`src/hw/rtl/n2w_pkg.sv`:
```
package n2w_pkg;

  // Field and datapath widths
  localparam int unsigned KEY_W   = 30;  // token_key width
  localparam int unsigned NUM_W   = 32;  // number width
  localparam int unsigned BIN_W   = 31;  // magnitude bits of a non-negative number
  localparam int unsigned DIG_N   = 10;  // decimal digits of a 31-bit value
  localparam int unsigned BCD_W   = 4 * DIG_N;
  localparam int unsigned GRP_W   = 48;  // four 3-digit groups, billions group on top
  localparam int unsigned CNT_W   = 5;   // conversion step counter

  typedef logic [KEY_W-1:0] key_t;
  typedef logic [BCD_W-1:0] bcd_t;

  // Scale words
  localparam key_t KEY_HUNDRED  = 30'd100;
  localparam key_t KEY_THOUSAND = 30'd1000;
  localparam key_t KEY_MILLION  = 30'd1000000;
  localparam key_t KEY_BILLION  = 30'd1000000000;

  // Top-level sequencing
  typedef enum logic [1:0] {
    ST_IDLE,
    ST_CONV,
    ST_SPELL
  } top_state_e;

  // Token sequencer phases within one 3-digit group
  typedef enum logic [2:0] {
    SP_IDLE,
    SP_HUND,
    SP_HWORD,
    SP_TENS,
    SP_UNITS,
    SP_SCALE
  } spell_phase_e;

  // Request from the top controller to the token sequencer
  typedef struct packed {
    logic start;
    logic err;
  } spell_req_t;

  // Tens word for a tens digit of 2..9: digit * 10
  function automatic key_t tens_key(logic [3:0] t);
    logic [6:0] v;
    v = {t, 3'b000} + {2'b00, t, 1'b0};
    return {{(KEY_W-7){1'b0}}, v};
  endfunction

  // Single word for 0..19 given tens digit 0 or 1 and units digit
  function automatic key_t teen_key(logic t0, logic [3:0] u);
    logic [4:0] v;
    v = {1'b0, u} + (t0 ? 5'd10 : 5'd0);
    return {{(KEY_W-5){1'b0}}, v};
  endfunction

  // Scale word for group index 3 (billions) .. 1 (thousands)
  function automatic key_t scale_key(logic [1:0] g);
    key_t k;
    case (g)
      2'd3:    k = KEY_BILLION;
      2'd2:    k = KEY_MILLION;
      default: k = KEY_THOUSAND;
    endcase
    return k;
  endfunction

endpackage

```
`src/hw/rtl/n2w_bcd.sv`:
```
module n2w_bcd import n2w_pkg::*; (
  input  logic             clk_i,
  input  logic             rst_ni,
  input  logic             start_i,
  input  logic [BIN_W-1:0] bin_i,
  output logic             done_o,
  output bcd_t             bcd_o
);

  logic [BIN_W-1:0] bin_q, bin_d;
  bcd_t             bcd_q, bcd_d, bcd_adj;
  logic [CNT_W-1:0] cnt_q, cnt_d;
  logic             busy_q, busy_d;
  logic             done_q, done_d;

  // Add-3 correction on every digit before the shift
  always_comb begin
    for (int i = 0; i < DIG_N; i++) begin
      if (bcd_q[4*i +: 4] >= 4'd5) begin
        bcd_adj[4*i +: 4] = bcd_q[4*i +: 4] + 4'd3;
      end else begin
        bcd_adj[4*i +: 4] = bcd_q[4*i +: 4];
      end
    end
  end

  // One binary bit enters the digit register per cycle
  always_comb begin
    bin_d  = bin_q;
    bcd_d  = bcd_q;
    cnt_d  = cnt_q;
    busy_d = busy_q;
    done_d = 1'b0;
    if (start_i) begin
      bin_d  = bin_i;
      bcd_d  = '0;
      cnt_d  = CNT_W'(BIN_W - 1);
      busy_d = 1'b1;
    end else if (busy_q) begin
      bcd_d = {bcd_adj[BCD_W-2:0], bin_q[BIN_W-1]};
      bin_d = {bin_q[BIN_W-2:0], 1'b0};
      cnt_d = cnt_q - 1'b1;
      if (cnt_q == '0) begin
        busy_d = 1'b0;
        done_d = 1'b1;
      end
    end
  end

  always_ff @(posedge clk_i or negedge rst_ni) begin
    if (!rst_ni) begin
      busy_q <= 1'b0;
      done_q <= 1'b0;
      cnt_q  <= '0;
    end else begin
      busy_q <= busy_d;
      done_q <= done_d;
      cnt_q  <= cnt_d;
    end
  end

  always_ff @(posedge clk_i) begin
    bin_q <= bin_d;
    bcd_q <= bcd_d;
  end

  assign done_o = done_q;
  assign bcd_o  = bcd_q;

endmodule

```
`src/hw/rtl/n2w_spell.sv`:
```
module n2w_spell import n2w_pkg::*; (
  input  logic       clk_i,
  input  logic       rst_ni,
  input  spell_req_t req_i,
  input  bcd_t       bcd_i,
  output logic       done_o,
  output logic       tok_valid_o,
  input  logic       tok_ready_i,
  output key_t       tok_key_o,
  output logic       tok_err_o,
  output logic       tok_last_o
);

  spell_phase_e     phase_q, phase_d;
  logic [GRP_W-1:0] grp_q, grp_d;
  logic [1:0]       gidx_q, gidx_d;
  logic             out_valid_q, out_valid_d;
  key_t             out_key_q, out_key_d;
  logic             out_err_q, out_err_d;
  logic             out_last_q, out_last_d;

  logic [3:0] dig_h, dig_t, dig_u;
  logic       grp_nz, rem_nz, low_z, last_grp, out_free;
  logic       emit, emit_last;
  key_t       emit_key;

  // Current group digits sit in the top 12 bits
  assign dig_h    = grp_q[GRP_W-1 -: 4];
  assign dig_t    = grp_q[GRP_W-5 -: 4];
  assign dig_u    = grp_q[GRP_W-9 -: 4];
  assign grp_nz   = (grp_q[GRP_W-1 -: 12] != '0);
  assign rem_nz   = (dig_t != '0) || (dig_u != '0);
  assign low_z    = (grp_q[GRP_W-13:0] == '0);
  assign last_grp = (gidx_q == 2'd0);
  assign out_free = !out_valid_q || tok_ready_i;

  // Phase sequencer: one word or one skip per cycle; a word holds while the output is stalled
  always_comb begin
    phase_d   = phase_q;
    grp_d     = grp_q;
    gidx_d    = gidx_q;
    emit      = 1'b0;
    emit_key  = '0;
    emit_last = 1'b0;
    case (phase_q)
      SP_IDLE: begin
        if (req_i.start && !req_i.err && (bcd_i != '0)) begin
          grp_d   = {{(GRP_W-BCD_W){1'b0}}, bcd_i};
          gidx_d  = 2'd3;
          phase_d = SP_HUND;
        end
      end
      SP_HUND: begin
        if (!grp_nz) begin
          grp_d  = {grp_q[GRP_W-13:0], 12'h000};
          gidx_d = gidx_q - 1'b1;
        end else if (dig_h != '0) begin
          emit     = 1'b1;
          emit_key = {{(KEY_W-4){1'b0}}, dig_h};
          if (out_free) phase_d = SP_HWORD;
        end else begin
          phase_d = SP_TENS;
        end
      end
      SP_HWORD: begin
        emit      = 1'b1;
        emit_key  = KEY_HUNDRED;
        emit_last = !rem_nz && last_grp;
        if (out_free) begin
          if (rem_nz)        phase_d = SP_TENS;
          else if (last_grp) phase_d = SP_IDLE;
          else               phase_d = SP_SCALE;
        end
      end
      SP_TENS: begin
        emit = 1'b1;
        if (dig_t >= 4'd2) begin
          emit_key  = tens_key(dig_t);
          emit_last = (dig_u == '0) && last_grp;
          if (out_free) begin
            if (dig_u != '0)   phase_d = SP_UNITS;
            else if (last_grp) phase_d = SP_IDLE;
            else               phase_d = SP_SCALE;
          end
        end else begin
          emit_key  = teen_key(dig_t[0], dig_u);
          emit_last = last_grp;
          if (out_free) phase_d = last_grp ? SP_IDLE : SP_SCALE;
        end
      end
      SP_UNITS: begin
        emit      = 1'b1;
        emit_key  = {{(KEY_W-4){1'b0}}, dig_u};
        emit_last = last_grp;
        if (out_free) phase_d = last_grp ? SP_IDLE : SP_SCALE;
      end
      SP_SCALE: begin
        emit      = 1'b1;
        emit_key  = scale_key(gidx_q);
        emit_last = low_z;
        if (out_free) begin
          if (low_z) begin
            phase_d = SP_IDLE;
          end else begin
            grp_d   = {grp_q[GRP_W-13:0], 12'h000};
            gidx_d  = gidx_q - 1'b1;
            phase_d = SP_HUND;
          end
        end
      end
      default: phase_d = SP_IDLE;
    endcase
  end

  // Output register; error and zero give one token right at start
  always_comb begin
    out_valid_d = out_valid_q;
    out_key_d   = out_key_q;
    out_err_d   = out_err_q;
    out_last_d  = out_last_q;
    if (req_i.start && (req_i.err || (bcd_i == '0))) begin
      out_valid_d = 1'b1;
      out_key_d   = '0;
      out_err_d   = req_i.err;
      out_last_d  = 1'b1;
    end else if (emit && out_free) begin
      out_valid_d = 1'b1;
      out_key_d   = emit_key;
      out_err_d   = 1'b0;
      out_last_d  = emit_last;
    end else if (tok_ready_i) begin
      out_valid_d = 1'b0;
    end
  end

  always_ff @(posedge clk_i or negedge rst_ni) begin
    if (!rst_ni) begin
      phase_q     <= SP_IDLE;
      gidx_q      <= '0;
      out_valid_q <= 1'b0;
    end else begin
      phase_q     <= phase_d;
      gidx_q      <= gidx_d;
      out_valid_q <= out_valid_d;
    end
  end

  always_ff @(posedge clk_i) begin
    grp_q      <= grp_d;
    out_key_q  <= out_key_d;
    out_err_q  <= out_err_d;
    out_last_q <= out_last_d;
  end

  assign tok_valid_o = out_valid_q;
  assign tok_key_o   = out_key_q;
  assign tok_err_o   = out_err_q;
  assign tok_last_o  = out_last_q;
  assign done_o      = out_valid_q && tok_ready_i && out_last_q;

endmodule

```
`src/hw/rtl/number_to_word_tokens_unit.sv`:
```
// Channel | Direction | tdata                        | tuser    | tlast
// s_axis  | in        | [31:0] number (signed)       | -        | -
// m_axis  | out       | [29:0] token_key, [31:30] 0  | is_error | last token of a run
//
// A non-negative number takes its transfer, bit-serial binary to BCD conversion, a
// hand-over of the digits to the sequencer, then one sequencer step per word plus skips
// of zero groups and of zero hundreds digits (at most 17 steps), and the transfer of
// the last token. A negative number gives its error token in the cycle after the
// transfer. Reset clears all control state; the next number is taken after the last
// token of a run has been transferred.
// A stall on m_axis holds the sequencer at its current word.
module number_to_word_tokens_unit import n2w_pkg::*; (
  input  logic              clk_i,
  input  logic              rst_ni,
  input  logic              s_axis_tvalid,
  output logic              s_axis_tready,
  input  logic [NUM_W-1:0]  s_axis_tdata,   // [31:0] number
  output logic              m_axis_tvalid,
  input  logic              m_axis_tready,
  output logic [31:0]       m_axis_tdata,   // [29:0] token_key, [31:30] zero
  output logic              m_axis_tuser,   // [0] is_error
  output logic              m_axis_tlast
);

  top_state_e state_q, state_d;
  spell_req_t spell_req;
  logic       in_xfer, bcd_start, bcd_done, spell_done;
  bcd_t       bcd;
  key_t       tok_key;

  assign s_axis_tready = (state_q == ST_IDLE);
  assign in_xfer       = s_axis_tvalid && s_axis_tready;

  // Sequencing between conversion and spelling
  always_comb begin
    state_d         = state_q;
    bcd_start       = 1'b0;
    spell_req.start = 1'b0;
    spell_req.err   = 1'b0;
    case (state_q)
      ST_IDLE: begin
        if (in_xfer) begin
          if (s_axis_tdata[NUM_W-1]) begin
            spell_req.start = 1'b1;
            spell_req.err   = 1'b1;
            state_d         = ST_SPELL;
          end else begin
            bcd_start = 1'b1;
            state_d   = ST_CONV;
          end
        end
      end
      ST_CONV: begin
        if (bcd_done) begin
          spell_req.start = 1'b1;
          state_d         = ST_SPELL;
        end
      end
      ST_SPELL: begin
        if (spell_done) state_d = ST_IDLE;
      end
      default: state_d = ST_IDLE;
    endcase
  end

  always_ff @(posedge clk_i or negedge rst_ni) begin
    if (!rst_ni) begin
      state_q <= ST_IDLE;
    end else begin
      state_q <= state_d;
    end
  end

  n2w_bcd u_bcd (
    .clk_i   (clk_i),
    .rst_ni  (rst_ni),
    .start_i (bcd_start),
    .bin_i   (s_axis_tdata[BIN_W-1:0]),
    .done_o  (bcd_done),
    .bcd_o   (bcd)
  );

  n2w_spell u_spell (
    .clk_i       (clk_i),
    .rst_ni      (rst_ni),
    .req_i       (spell_req),
    .bcd_i       (bcd),
    .done_o      (spell_done),
    .tok_valid_o (m_axis_tvalid),
    .tok_ready_i (m_axis_tready),
    .tok_key_o   (tok_key),
    .tok_err_o   (m_axis_tuser),
    .tok_last_o  (m_axis_tlast)
  );

  assign m_axis_tdata = {2'b00, tok_key};

endmodule
```
`config.mk`:
```
export PLATFORM = sky130hd
export DESIGN_NAME = number_to_word_tokens_unit
export DESIGN_NICKNAME = d
export VERILOG_FILES = /design/src/hw/rtl/n2w_pkg.sv /design/src/hw/rtl/n2w_bcd.sv /design/src/hw/rtl/n2w_spell.sv /design/src/hw/rtl/number_to_word_tokens_unit.sv
export SDC_FILE = /design/constraint.sdc
export NUM_CORES = 1
export LEC_CHECK = 0
export BUFFER_PORTS_ARGS = -buffer_cell sky130_fd_sc_hd__buf_4
export CAP_MARGIN = 15
export CORE_MARGIN = 1
export CORE_UTILIZATION = 30
export DETAILED_ROUTE_END_ITERATION = 10
export PLACE_DENSITY_LB_ADDON = 0.12
export SLEW_MARGIN = 20
export SYNTH_ARGS = -nofsm -noshare
export SYNTH_HDL_FRONTEND = slang
export SYNTH_SLANG_ARGS = --single-unit
```
`constraint.sdc`:
```
create_clock -name clk_i -period 8.1 [get_ports clk_i]
set_input_delay 0 -clock clk_i [delete_from_list [all_inputs] [get_ports clk_i]]
set_output_delay 0 -clock clk_i [all_outputs]
set_load 0.01 [all_outputs]
```
==> results of run 1 <==
==> per-stage QoR <==
stage	setup slack (ps)	instance area [sq um]	hold slack [ps]	std cells
6_report	5296	9434	35.45	1203
5_1_grt	5091	9434	65.44	1203
4_1_cts	5278	9434	3.249	1203
3_5_place_dp	5289	8396	-125.1	1135
3_3_place_gp	5312	8396	-124.7	1135
2_1_floorplan	3929	7727	-295.6	793
==> power by group through the flow <==
stage                     sequential, mW  combinational, mW  clock [mW]
after global placement              1.55               1.53           0
after floorplan                     1.45               1.17           0
after global routing                1.59               1.73       0.970
final                               1.53               1.52       0.914
after CTS                           1.54               1.55       0.940
after detailed placement            1.55               1.52           0
==> cell type report <==
| type | count | share of cell area |
|---|---|---|
| Sequential cell | 148 | 0.4070 |
| Multi-Input combinational cell | 557 | 0.3715 |
| Timing Repair Buffer | 106 | 0.09390 |
| Clock buffer | 18 | 0.04549 |
| Tap cell | 330 | 0.04377 |
| Clock inverter | 14 | 0.02639 |
| Inverter | 30 | 0.01194 |
==> cells in the final DEF (no fill, tap or decap), types with 13 or more instances in the layout <==
cell | Yosys | layout
sky130_fd_sc_hd__edfxtp_1 | 80 | 80
sky130_fd_sc_hd__nor4_1 | 15 | 15
sky130_fd_sc_hd__clkbuf_16 | 0 | 17
sky130_fd_sc_hd__nand2b_1 | 13 | 13
sky130_fd_sc_hd__dlygate4sd3_1 | 0 | 36
sky130_fd_sc_hd__a21oi_1 | 44 | 44
sky130_fd_sc_hd__xnor2_1 | 20 | 20
sky130_fd_sc_hd__dfrtp_1 | 15 | 14
sky130_fd_sc_hd__mux2_2 | 14 | 14
sky130_fd_sc_hd__o21ai_0 | 38 | 37
sky130_fd_sc_hd__dfxtp_1 | 53 | 53
sky130_fd_sc_hd__inv_1 | 30 | 30
sky130_fd_sc_hd__nor2_1 | 45 | 45
sky130_fd_sc_hd__mux2i_1 | 24 | 24
sky130_fd_sc_hd__nand2_1 | 155 | 155
sky130_fd_sc_hd__nand3_1 | 23 | 23
sky130_fd_sc_hd__ha_1 | 41 | 41
sky130_fd_sc_hd__buf_4 | 21 | 70
==> critical path, cell delays in order (launching register included) <==
cell                       delay (ps)
sky130_fd_sc_hd__edfxtp_1         480
sky130_fd_sc_hd__or3_1            540
sky130_fd_sc_hd__nor4_2           310
sky130_fd_sc_hd__o21bai_1         150
sky130_fd_sc_hd__a221oi_4         340
sky130_fd_sc_hd__buf_4            580
==> worst paths after layout <==
| check | to | from | depth (start not counted) | slack, ps |
|---|---|---|---|---|
| setup / recovery | u_spell.grp_q[29] | u_spell.grp_q[43] | 5 | 5300 |
| hold / removal | state_q[1] | s_axis_tvalid | 3 | 40 |
| setup reg to reg | u_spell.grp_q[29] | u_spell.grp_q[43] | 5 | 5300 |
| hold reg to reg | u_spell.tok_key_o[4] | u_spell.tok_key_o[4] | 2 | 460 |
| max in group asynchronous | u_bcd.busy_q | rst_ni | 3 | 6880 |
| min in group asynchronous | u_bcd.cnt_q[0] | rst_ni | 3 | 710 |
==> logic make-up after synthesis <==
kind of cell,share of synthesized area
buffers and inverters,0.05313
and+or+nand+nor,0.1891
AOI/OAI and AO/OA,0.1102
muxes,0.05556
xor gates and xnor gates,0.02388
other,0.0004869
DFF,0.4985
adders and majority gates,0.06921
==> sequential cells by signal, summed over array words and instances (netlist names) <==
register             count
state_q                  2
u_bcd.bcd_o             40
u_bcd.bin_q             31
u_bcd.busy_q             1
u_bcd.cnt_q              5
u_bcd.done_o             1
u_spell.gidx_q           2
u_spell.grp_q           48
u_spell.phase_q          3
u_spell.tok_err_o        1
u_spell.tok_key_o       12
u_spell.tok_last_o       1
u_spell.tok_valid_o      1
==> timing repair <==
action                                 in CTS  in global routing
hold buffers                               36                  0
endpoints found under the hold margin      48                  0
resized for setup                           0                  0
==> layer usage <==
metal	GRT usage	up-vias	routed length, um
met5	0	-	0
li1	-	2890	-
met2	0.2193	126	8278
met3	0.02886	16	573
met1	0.1935	2682	8672
met4	0.05403	0	233
==> results.md, run 1 <==
- Run status: complete, no violations
- Final-layout fill cell count: 2,547
- Total power of the final layout: 3.963 mW
- Number of routed nets with antenna violations: 0
- Comb pwr share: 0.383
- Max Cap Violations: 0
- Category of the worst setup path capture point: flip-flop
- Number of CTS-inserted buffers: 17
- Footprint of the multi-input gates: 3505 sq um
- Clock Path Buffers: 2
- Number of I/O port buffers: 63
- Die Span X: 162.2 um
- Number of setup buffers added after CTS: 0
- Insertion delay of the later-clocked pin in the worst-skew pair: 430 ps
- Summed negative setup slack over all endpoints: 0 ps
- Seq pwr share: 0.386
- Cell type with the highest aggregate area in the netlist: sky130_fd_sc_hd__edfxtp_1
- Clock tree from TritonCTS: done
- Number of endpoints with negative hold slack in the final report: 0
- Io pins: 72
- Wirelength per Cell: 14.76 um
- Final core area utilization: 0.3746
- Number of flip-flops and latches in the synthesized netlist: 148
- Layout cell share with drive strength beyond 1: 0.1501
- Number of enable flip-flop cells after synthesis: 80
- Maximum number of pins on one net before global-route repair: 74
- Via density: 4.750
- Sequential share of the synthesized area: 0.4985
- Sw frac: 0.3707
- Detailed router's first-iteration violation count: 367
- Final clock period utilization by the worst path: 0.3461
- Final-report setup violation count: 0
- Root Buffer: sky130_fd_sc_hd__clkbuf_16
- Number of remaining DRC errors: 0
- Overall overflow remaining after global route: 0
- First-pass iteration count of the detailed router: 5
- Clock Skew: 14.80 ps
- Cell-internal power: 2.494 mW
- Maximum achievable frequency: 0.3567 GHz
- Top cell types by occurrence after synthesis: sky130_fd_sc_hd__nand2_1, sky130_fd_sc_hd__edfxtp_1, sky130_fd_sc_hd__dfxtp_1, sky130_fd_sc_hd__nor2_1, sky130_fd_sc_hd__a21oi_1
- Cell with the most instances after synthesis: sky130_fd_sc_hd__nand2_1
- Die area: 26,320 sq um
- Path category of the worst min-delay check: in2reg
- Wire length of the first global-routing pass: 28,920 um
- Transition time of the tightest slew-check pin: 801.9 ps
- Total area of sequential cells: 3840 sq um
- Gate Count Post-Synth: 786
- Headroom to the max-slew limit: 0.4654
- RSZ-0062 raised after global routing: false
- Total clock sinks: 148
- Via count of the first global-routing pass: 5,392
- WL final: 17,760 um
- Required time reported for the critical path endpoint: 8150 ps
- Clock slew seen by the registers of the worst setup and hold paths: 60 ps
- Depth of the CTS H-tree: 4
- Die boundary height: 162.2 um
- WP data arrival: 2860 ps
- Antenna diode count: 0
- Tot GR Track Use: 0.1417
- Async S/R FF share, synth: 0.1014
- Clock network fraction of design power: 0.231
- Global placement routability congestion: 0.8175
- Setup CP Type: reg2reg
- Standard-cell rows: 58
- # nets final: 938
- Area growth from synthesis to layout: 22.50%
- Startpoint type of the worst setup path: flip-flop
- Number of antenna violations at the first check in global routing: 0
- Number of distinct library cells after synthesis: 61
- Area contributors post-synth: sky130_fd_sc_hd__edfxtp_1, sky130_fd_sc_hd__dfxtp_1, sky130_fd_sc_hd__nand2_1
- Routed via count: 5,714
- Dominant synthesized flop cell: sky130_fd_sc_hd__edfxtp_1
- Initial Utilization: 0.3058
- Mean cell area of the mapped netlist: 9.798 sq um
- Total number of yosys warnings: 0
- Top-area cell type share of the netlist area: 0.3119
- Leakage: 3.943 nW
- Power spent charging and discharging nets: 1.469 mW
- Min cycle time layout: 2804 ps
- Combined area of all synthesized cells: 7701 sq um
- Detailed placer's ending HPWL: 11,820 um
- Peak ir drop on the vdd network: 0.1541 mV
- Power per cell area: 420.0 nW/um^2
- Number of slew-limit violations in the final report: 0
- Total core area: 25,180 sq um
- Highest fanout seen on the critical path: 48
Note: power is estimated with default switching activity, not from simulation.
==> inputs of run 2 (changes only) <==
--- a/config.mk
+++ b/config.mk
@@ -5,6 +5,7 @@
 export SDC_FILE = /design/constraint.sdc
 export NUM_CORES = 1
 export LEC_CHECK = 0
+export ABC_AREA = 1
 export BUFFER_PORTS_ARGS = -buffer_cell sky130_fd_sc_hd__buf_4
 export CAP_MARGIN = 15
 export CORE_MARGIN = 1
==> constraint.sdc (replaced) <==
create_clock -name clk_i -period 2.8 [get_ports clk_i]
set_input_delay 0 -clock clk_i [delete_from_list [all_inputs] [get_ports clk_i]]
set_output_delay 0 -clock clk_i [all_outputs]
set_load 0.01 [all_outputs]
==> run 2 against run 1 <==
Against the previous run: die area down 0.79%; routed wire length up 10%; sequential cell count unchanged; largest power group is now combinational logic; register-to-register slack worse by 4800 ps; critical endpoint is now u_spell.grp_q[15]; sequential share of layout area up 0.54 points; synthesized cell count up 15%.
==> results.md, run 2 <==
- Category of the worst setup path capture point: flip-flop
- Wire length of the first global-routing pass: 31,470 um
- Transition time of the tightest slew-check pin: 753.4 ps
- Insertion delay of the later-clocked pin in the worst-skew pair: 430 ps
- Clock Path Buffers: 2
- Wirelength per Cell: 14.62 um
- Async S/R FF share, synth: 0.1014
- Dominant synthesized flop cell: sky130_fd_sc_hd__edfxtp_1
- WP data arrival: 2370 ps
- Clock Skew: 8.499 ps
- Combined area of all synthesized cells: 7640 sq um
- Antenna diode count: 0
- Via density: 4.530
- Tot GR Track Use: 0.1571
- Total area of sequential cells: 3839 sq um
- Number of slew-limit violations in the final report: 0
- Root Buffer: sky130_fd_sc_hd__clkbuf_16
- Final core area utilization: 0.3707
- Clock slew seen by the registers of the worst setup and hold paths: 60 ps
- Cell-internal power: 6.595 mW
- Max Cap Violations: 0
- Mean cell area of the mapped netlist: 8.460 sq um
- Dominant cell type by count on the critical path: sky130_fd_sc_hd__nand2_1
- Comb pwr share: 0.427
- Path category of the worst min-delay check: in2reg
- Global placement routability congestion: 0.8174
- Footprint of the multi-input gates: 3168 sq um
- CP top delay family: simple AND/OR/NAND/NOR gates
- Total core area: 25,110 sq um
- CTS-repair resized insts: 0
- Number of remaining DRC errors: 0
- Number of antenna violations at the first check in global routing: 0
- CP bufs+invs: 1
- Crit path max-delay cell type: sky130_fd_sc_hd__edfxtp_1
- Gate Count Post-Synth: 903
- Leakage: 4.182 nW
- Clock tree from TritonCTS: done
- Cell type with the highest aggregate area in the netlist: sky130_fd_sc_hd__edfxtp_1
- Layout cell share with drive strength beyond 1: 0.1231
- Maximum achievable frequency: 0.4405 GHz
- Required time reported for the critical path endpoint: 2900 ps
- Peak ir drop on the vdd network: 0.5111 mV
- Power per cell area: 1229 nW/um^2
- Number of flip-flops and latches in the synthesized netlist: 148
- Run status: complete, no violations
- Highest fanout seen on the critical path: 48
- Number of I/O port buffers: 63
- Area growth from synthesis to layout: 21.83%
- Number of flip-flops under the largest register name: 48
- Total clock sinks: 148
- Cell with the most instances after synthesis: sky130_fd_sc_hd__nand2_1
- Number of enable flip-flop cells after synthesis: 80
- Total power of the final layout: 11.44 mW
- Min cycle time layout: 2270 ps
- Inst Count DP: 1,270
- Register with the most flip-flops: u_spell.grp_q
- Final-report setup violation count: 0
- Power spent charging and discharging nets: 4.840 mW
- Total number of yosys warnings: 0
- Area contributors post-synth: sky130_fd_sc_hd__edfxtp_1, sky130_fd_sc_hd__dfxtp_1, sky130_fd_sc_hd__nand2_1
- First-pass iteration count of the detailed router: 5
- Summed negative setup slack over all endpoints: 0 ps
- Startpoint type of the worst setup path: flip-flop
- Die boundary height: 161.6 um
- CP peak stage delay: 490 ps
- Clock network fraction of design power: 0.188
- Overall overflow remaining after global route: 0
- Die Span X: 161.6 um
- Hold_ws: 42.70 ps
- Maximum number of pins on one net before global-route repair: 59
- Cell Chain, Critical Path: nor2_1 -> nand2_1 -> nor2_1 -> nand2_1 -> a22oi_1 -> nand2_1 -> nor2_4 -> buf_12
- Die area: 26,110 sq um
- Final clock period utilization by the worst path: 0.8107
- Final cell count without fillers: 1,337
- Depth of the CTS H-tree: 4
- Setup CP Type: reg2reg
- Seq pwr share: 0.385
- Number of CTS-inserted buffers: 17
- WL final: 19,550 um
- Io pins: 72
- Via count of the first global-routing pass: 5,962
- Initial Utilization: 0.3043
- Number of distinct library cells after synthesis: 43
- Commonest non-fill, non-tap cell in the layout: sky130_fd_sc_hd__nand2_1
- Sw frac: 0.4233
- Number of endpoints with negative hold slack in the final report: 0
- Final-layout fill cell count: 2,663
- Top-area cell type share of the netlist area: 0.3144
- Detailed router's first-iteration violation count: 363
- Detailed placer's ending HPWL: 13,830 um
- Headroom to the max-slew limit: 0.4961
- Routed via count: 6,056
- Standard-cell rows: 58
- Most frequent cells in the layout: sky130_fd_sc_hd__nand2_1, sky130_fd_sc_hd__inv_1, sky130_fd_sc_hd__nor2_1
- # nets final: 1,072
- RSZ-0062 raised after global routing: false
- Top cell types by occurrence after synthesis: sky130_fd_sc_hd__nand2_1, sky130_fd_sc_hd__inv_1, sky130_fd_sc_hd__nor2_1, sky130_fd_sc_hd__edfxtp_1, sky130_fd_sc_hd__o21ai_0
- Sequential share of the synthesized area: 0.5025
- Number of routed nets with antenna violations: 0
[run 2: area by class of cell]
type / count / area share
Timing Repair Buffer: 110 / 0.09948
Clock inverter: 15 / 0.01290
Sequential cell: 148 / 0.4124
Tap cell: 330 / 0.04436
Clock buffer: 17 / 0.04571
Multi-Input combinational cell: 606 / 0.3404
Inverter: 111 / 0.04476
[run 2: cell families after synthesis]
group           share of synthesized area
simple gates                       0.2000
compound gates                     0.1291
buf+inv                           0.08794
flops                              0.5025
fa+ha+maj                         0.06977
xor+xnor                          0.01032
other cells                     0.0004908
[run 2: layer usage]
layer / track usage / vias to the layer above / part of all wire
met4: 0.04717 / 0 / 0.014
met5: 0 / - / 0
li1: - / 3152 / -
met1: 0.1930 / 2795 / 0.46
met2: 0.2753 / 97 / 0.50
met3: 0.03261 / 12 / 0.027
[run 2: path summary, 6_finish.rpt]
path / startpoint / endpoint / slack (ps) / depth (start not counted)
max in group asynchronous: rst_ni / u_spell.phase_q[2] / 1590 / 3
min in group asynchronous: rst_ni / u_bcd.cnt_q[3] / 730 / 3
max: u_spell.grp_q[43] / u_spell.grp_q[15] / 530 / 8
min: s_axis_tdata[31] / u_bcd.bcd_o[39] / 40 / 5
min reg2reg: u_bcd.bin_q[30] / u_bcd.bcd_o[0] / 450 / 2
max reg2reg: u_spell.grp_q[43] / u_spell.grp_q[15] / 530 / 8
[run 2: stage by stage]
step	setup WS (ps)	instance area (sq um)
3_3_place_gp	612.8	8412
4_1_cts	559.0	9308
6_report	530.0	9308
2_1_floorplan	428.4	7671
3_5_place_dp	576.8	8412
5_1_grt	346.1	9308
[run 2: worst min-delay path: cells and delay by family]
kind | cells | cell delay (ps)
buffers and inverters | 3 | 180
and+or+nand+nor | 1 | 180
AOI/OAI and AO/OA | 1 | 80
[run 2: power by group through the flow]
stage                     Sequential (mW)  Combinational (mW)  Clock, mW
final                                4.41                4.88       2.15
after global routing                 4.55                5.60       2.31
after CTS                            4.41                4.97       2.21
after detailed placement             4.44                4.90          0
after global placement               4.45                4.93          0
after floorplan                      4.27                3.43          0
[run 2: what timing repair did]
| action | 4_1_cts | 5_1_grt |
|---|---|---|
| hold buffers | 35 | 0 |
| endpoints found under the hold margin | 47 | 0 |
| setup buffers | 0 | 0 |
